<file path="config.mk">
export PLATFORM = sky130hd
export DESIGN_NAME = ttbl_ctrl
export DESIGN_NICKNAME = d
export VERILOG_FILES = /design/src/rtl/ttbl_pkg.sv /design/src/rtl/ttbl_ctrl.sv
export SDC_FILE = /design/constraint.sdc
export NUM_CORES = 1
export LEC_CHECK = 0
export ABC_AREA = 0
export BUFFER_PORTS_ARGS = -buffer_cell sky130_fd_sc_hd__buf_2
export CAP_MARGIN = 30
export CORE_AREA = 2 2 39 41
export DETAILED_ROUTE_END_ITERATION = 8
export DIE_AREA = 0 0 41 43
export HOLD_SLACK_MARGIN = 0.08
export SETUP_SLACK_MARGIN = 0.02
export SLEW_MARGIN = 20
export SYNTH_ARGS = -nofsm -noshare
export SYNTH_HDL_FRONTEND = slang
export SYNTH_SLANG_ARGS = --single-unit
</file>
<file path="constraint.sdc">
create_clock -name clk -period 1.55 [get_ports clk]
set_input_delay 0.31 -clock clk [delete_from_list [all_inputs] [get_ports clk]]
set_output_delay 0.31 -clock clk [all_outputs]
set_load 0.01 [all_outputs]
</file>
<file path="src/rtl/ttbl_pkg.sv">
package ttbl_pkg;

    localparam int KEY_W   = 64;
    localparam int WORD_W  = 16;
    localparam int IDX_W   = 6;
    localparam int CNT_W   = 7;
    localparam int REQ_W   = 4;
    localparam int STAT_W  = 3;
    localparam int IN_W    = 104;
    localparam int OUT_W   = 128;

    typedef enum logic [REQ_W-1:0] {
        REQ_LOAD    = 4'd0,
        REQ_FIND    = 4'd1,
        REQ_ADD     = 4'd2,
        REQ_REMOVE  = 4'd3,
        REQ_HIDE    = 4'd4,
        REQ_SHOW    = 4'd5,
        REQ_CLEAR   = 4'd6,
        REQ_COMPACT = 4'd7,
        REQ_READ    = 4'd8
    } req_t;

    typedef enum logic [STAT_W-1:0] {
        STS_OK         = 3'd0,
        STS_NOT_FOUND  = 3'd1,
        STS_PRESENT    = 3'd2,
        STS_HIDDEN     = 3'd3,
        STS_NOT_HIDDEN = 3'd4,
        STS_FULL       = 3'd5
    } status_t;

    typedef enum logic [2:0] {
        ST_IDLE,
        ST_SCAN,
        ST_COMPACT,
        ST_CLEAR,
        ST_READ,
        ST_APPLY
    } state_t;

    typedef struct packed {
        logic capture;
        logic scan;
        logic compact;
        logic clear;
        logic read_idx;
        logic apply;
    } cmd_t;

    typedef struct packed {
        logic found;
        logic pass_end;
        logic out_free;
    } stat_t;

endpackage

</file>
<file path="src/rtl/ttbl_ctrl.sv">
module ttbl_ctrl
(
    input  logic            clk,
    input  logic            rst_n,
    input  logic            s_tvalid,
    input  ttbl_pkg::req_t  in_op,
    input  ttbl_pkg::stat_t stat,
    output logic            s_tready,
    output ttbl_pkg::cmd_t  cmd
);

    ttbl_pkg::state_t state_reg;
    ttbl_pkg::state_t state_next;

    always_ff @(posedge clk or negedge rst_n)
    begin
        if (!rst_n)
        begin
            state_reg <= ttbl_pkg::ST_IDLE;
        end
        else
        begin
            state_reg <= state_next;
        end
    end

    always_comb
    begin
        state_next = state_reg;
        cmd        = '0;
        s_tready   = 1'b0;
        unique case (state_reg)
            ttbl_pkg::ST_IDLE:
            begin
                s_tready = 1'b1;
                if (s_tvalid)
                begin
                    cmd.capture = 1'b1;
                    priority case (in_op)
                        ttbl_pkg::REQ_FIND, ttbl_pkg::REQ_ADD, ttbl_pkg::REQ_REMOVE,
                        ttbl_pkg::REQ_HIDE, ttbl_pkg::REQ_SHOW:
                            state_next = ttbl_pkg::ST_SCAN;
                        ttbl_pkg::REQ_COMPACT: state_next = ttbl_pkg::ST_COMPACT;
                        ttbl_pkg::REQ_CLEAR:   state_next = ttbl_pkg::ST_CLEAR;
                        ttbl_pkg::REQ_READ:    state_next = ttbl_pkg::ST_READ;
                        default:               state_next = ttbl_pkg::ST_APPLY;
                    endcase
                end
            end
            ttbl_pkg::ST_SCAN:
            begin
                cmd.scan = 1'b1;
                if (stat.found || stat.pass_end)
                begin
                    state_next = ttbl_pkg::ST_APPLY;
                end
            end
            ttbl_pkg::ST_COMPACT:
            begin
                cmd.compact = 1'b1;
                if (stat.pass_end)
                begin
                    state_next = ttbl_pkg::ST_APPLY;
                end
            end
            ttbl_pkg::ST_CLEAR:
            begin
                cmd.clear = 1'b1;
                if (stat.pass_end)
                begin
                    state_next = ttbl_pkg::ST_APPLY;
                end
            end
            ttbl_pkg::ST_READ:
            begin
                cmd.read_idx = 1'b1;
                state_next   = ttbl_pkg::ST_APPLY;
            end
            ttbl_pkg::ST_APPLY:
            begin
                if (stat.out_free)
                begin
                    cmd.apply  = 1'b1;
                    state_next = ttbl_pkg::ST_IDLE;
                end
            end
            default:
            begin
                state_next = ttbl_pkg::ST_IDLE;
            end
        endcase
    end

endmodule

</file>
# == Word level (Yosys, flattened, before mapping) ==
# Memory sizes are Yosys's and may differ from the RTL's.
# Cells that the tools add are included.
# totals
reg_bits,3
rom_bits,48
in_bits,10
output_inout_bits,7
wordCells,29
n_memories,1
# memory_table
memory,depth,word_bits,read_ports,rd_ports_with_merged_regs,wr,line,text
(no name shown),16,3,1,0,0,ttbl_ctrl.sv:39,priority case (in_op)
# classes
eq_ne,9
n_mux,14
n_reduce_logical,4
# op_table
cell,n
$pmux W3 S5,1
$mux W3,4
$mux W1,9
$eq A3 B2 Y1 const B,2
$eq A3 B3 Y1 const B,2
$ne A2 B2 Y1 const B,3
$reduce_and A4 Y1,1
$eq A3 B1 Y1 const B,1
$logic_not A3 Y1,1
$ne A2 B1 Y1 const B,1
$reduce_or A2 Y1,1
$logic_or A1 B1 Y1,1

# == Longest topological paths before layout ==
# depth
word_depth,4
mapped_depth,5
mapped_depth_nobuf,4

# == Least setup slack after synthesis ==
# No wires, ideal clock.
# synth_path
path_type,flip-flop to output port
startpoint,register state_reg[1]
endpoint,output port cmd[0] in the netlist's numbering
arrival_ns,1.070
required_ns,1.240
slack_ns,0.170
stages_incl_launch_ff,3
n_path_buf,1
path_cell_list,dfrtp_1 > buf_2 > nor4b_1
# synth_lines
element,line,text
from (decl),ttbl_ctrl.sv:12,ttbl_pkg::state_t state_reg;
from (signal assigned),ttbl_ctrl.sv:19,state_reg <= ttbl_pkg::ST_IDLE;
from (signal assigned),ttbl_ctrl.sv:23,state_reg <= state_next;
to (decl),ttbl_ctrl.sv:9,output ttbl_pkg::cmd_t cmd

==> flow_metrics.tcl <==
set metrics [dict create \
    ys_ff_latch 3 \
    critPathArrivalTime_ps 1170 \
    die_h_um 43 \
    synth-compound-area-share 0.320 \
    end_kind "output port" \
    final_common_cell "buf_2" \
    synthSimpleGateAreaFrac 0.313 \
    reg2reg_depth 6 \
    cts_tree "done" \
    r2r-end "state_reg[2]$_DFFE_PN0P_" \
    pwr-share-comb 0.637 \
    min_period_over_period 0.956 \
    synth_cell_types 22 \
    synth_top_family_by_area "compound AO/OA/AOI/OAI gates" \
    crit_cells 3 \
    via_count 402 \
    num_rows 14 \
    drv_cap 0 \
    root_buffer "clkbuf_4" \
    p_sw_w 0.000346 \
    finalWeightedCongestion 0.817 \
    postRouteWirelength_um 999 \
    core_area_um2 1380 \
    path_delay_family "flip-flops" \
    start_kind "flip-flop" \
    final_cell_mix "buf_2 (17), buf_4 (9), nor3_1 (4), a21oi_1 (4)" \
    finalSetupViolCount 0 \
    fin_skew_ps 4.03 \
    clk_path_buf_depth 2 \
    track_usage 0.114 \
    yosysSeqAreaShare 0.234 \
    relSlewSlack 0.756 \
    syn_avg_cell_area_um2 8.43 \
    switching_share 0.403 \
    synthesis.nets 48 \
    synthCells 38 \
    timing.critical_path.mode_cell "buf_2" \
    htree_levels 1 \
    clk_pin_slew_worst_paths_ps 30 \
    critPathMaxFanout 6 \
    dieArea_um2 1760 \
    hold_path_class "in2reg" \
    crit_required_ps 1240 \
    final_nets 78 \
    dp_hpwl_um 618 \
    drt_iter0_markers 9 \
    io_pins 17 \
    finalSetupTns_ps 0 \
    worstHoldStart "in_op[1]" \
    floorplan.initialDensity 0.231 \
    r2r-start "state_reg[1]$_DFFE_PN0P_" \
    ys_warn_count 0 \
    r2r_slack_ps 170 \
    worstSetupPathType "reg2out" \
    worst_slew_pin_slew_ps 365 \
    cts_buffers 3 \
    syn2layout_area_growth_pct 63.3 \
    synthMuxAreaShare 0 \
    clock-sinks 3 \
    grt_pass1_vias 314 \
    final-max-slew-violation-count 0 \
    n_antenna_cell 0 \
    synthAdderAreaFrac 0 \
    startpoint "state_reg[1]$_DFFE_PN0P_" \
    critPathBufInv 2 \
    slowest_delay_ps 440 \
    fp.dieW_um 41 \
    largest_reg_flops 3 \
    wl_per_cell_um 12.0 \
    synthXorXnorAreaFrac 0 \
    viasPerCell 4.84 \
    max-vdd-ir-drop_mv 0.632 \
    grt_pass1_wl_mm 1.32 \
    leakage_nw 0.252 \
    period_needed_ps 1480 \
    powerDensity_nw_per_um2 1640 \
    path_cells "buf_2, nor3b_1, buf_2" \
    gr-total-overflow 0 \
    antenna_found_initial 0 \
    clock.fmax_mhz 675 \
    power_frac_seq 0.203 \
    drive_gt1_frac 0.612 \
    endpoint "cmd[3]" \
    portBuffers 16 \
    hold_viol_final 0 \
    grt_max_degree 15 \
    dr.pass1.iters 4 \
    ant_nets 0 \
    status "completed" \
    cpMaxStageDelayCell "dfrtp_2" \
    pwr-share-clk 0.160 \
    internal_power_w 0.000513 \
    synth_area_um2 320 \
    drc_errors 0 \
    hold_ws_ps 372 \
    clk_latency_ps 230 \
]
==> worst register-to-register path: stages (launching register included) <==
cell       delay (ps)
dfrtp_2           450
nor3_4            200
buf_4             130
buf_4             110
nand2b_2           60
o21a_1            180
a2bb2oi_2         120
==> stage by stage <==
stage	total power (W)	instances	instance area [um^2]	util	worst slack [ps]
6_report	0.000859	83	523	0.378	68.0
4_1_cts	0.000730	74	453	0.327	24.0
2_1_floorplan	0.000489	38	320	-	170
3_3_place_gp	0.000557	68	400	0.289	218
5_1_grt	0.000930	83	523	0.378	-1.70
3_5_place_dp	0.000559	68	400	0.289	161
==> kinds of logic (layout without fill, tap and decap cells) <==
logic type | count (synthesis) | after routing
AND/OR/NAND/NOR | 15 | 15
flip-flops | 3 | 3
buffers and inverters | 7 | 36
AO/OA/AOI/OAI | 13 | 13
==> Yosys cell counts <==
master | instances | share of area
a21oi_1 | 4 | 0.063
a2bb2oi_2 | 1 | 0.047
a31oi_1 | 1 | 0.020
and2_1 | 1 | 0.020
and3_2 | 1 | 0.023
buf_2 | 1 | 0.016
buf_6 | 2 | 0.070
dfrtp_1 | 3 | 0.23
inv_1 | 4 | 0.047
nand2_1 | 2 | 0.023
nand2b_2 | 1 | 0.027
nand3_1 | 2 | 0.031
nor3_1 | 4 | 0.063
nor3_4 | 1 | 0.051
nor3b_1 | 2 | 0.047
nor4b_1 | 1 | 0.027
o21a_1 | 1 | 0.023
o21ai_0 | 2 | 0.031
o22ai_1 | 1 | 0.020
o31ai_2 | 1 | 0.039
o32ai_1 | 1 | 0.027
o32ai_2 | 1 | 0.051
==> timing repair <==
action,CTS,global route
setup endpoints to repair,4,4
buffers inserted,1,9
resized for setup,4,4
pin swaps,1,2
hold buffers,1,0
hold endpoints to repair,3,0
==> metal layers <==
metal / global-route usage / routed length, um / vias to the layer above
li1: - / - / 200
met1: 0.133 / 423 / 189
met2: 0.153 / 507 / 13
met3: 0.0733 / 69 / 0
met4: 0.0600 / 0 / 0
met5: 0 / 0 / -
==> power groups by stage <==
stage | logic, W | clock network (W) | registers [W]
finish | 0.000547 | 0.000138 | 0.000174
global route | 0.000595 | 0.000158 | 0.000177
CTS | 0.000406 | 0.000144 | 0.000180
detailed placement | 0.000383 | 0 | 0.000177
global placement | 0.000380 | 0 | 0.000176
floorplan | 0.000354 | 0 | 0.000135
==> worst min path at each step <==
| stage | end | slack (ps) | depth (start not counted) |
|---|---|---|---|
| after detailed placement | state_reg[1]$_DFFE_PN0P_ | 110 | 1 |
| final | state_reg[1]$_DFFE_PN0P_ | 370 | 3 |
| after floorplan | state_reg[0]$_DFFE_PN0P_ | 10 | 0 |
| after global placement | state_reg[2]$_DFFE_PN0P_ | 110 | 1 |
| after global routing | state_reg[1]$_DFFE_PN0P_ | 370 | 3 |
| after CTS | state_reg[1]$_DFFE_PN0P_ | 360 | 3 |
==> area by class of cell <==
type	count	area (um^2)
inverters	4	15.0
multi-input cells	28	209
flip-flops and latches	3	78.8
repair buffers	28	174
well taps	16	20.0
fillers	154	861
clock buffers	4	26.3
Note: power is estimated with default switching activity, not from simulation.
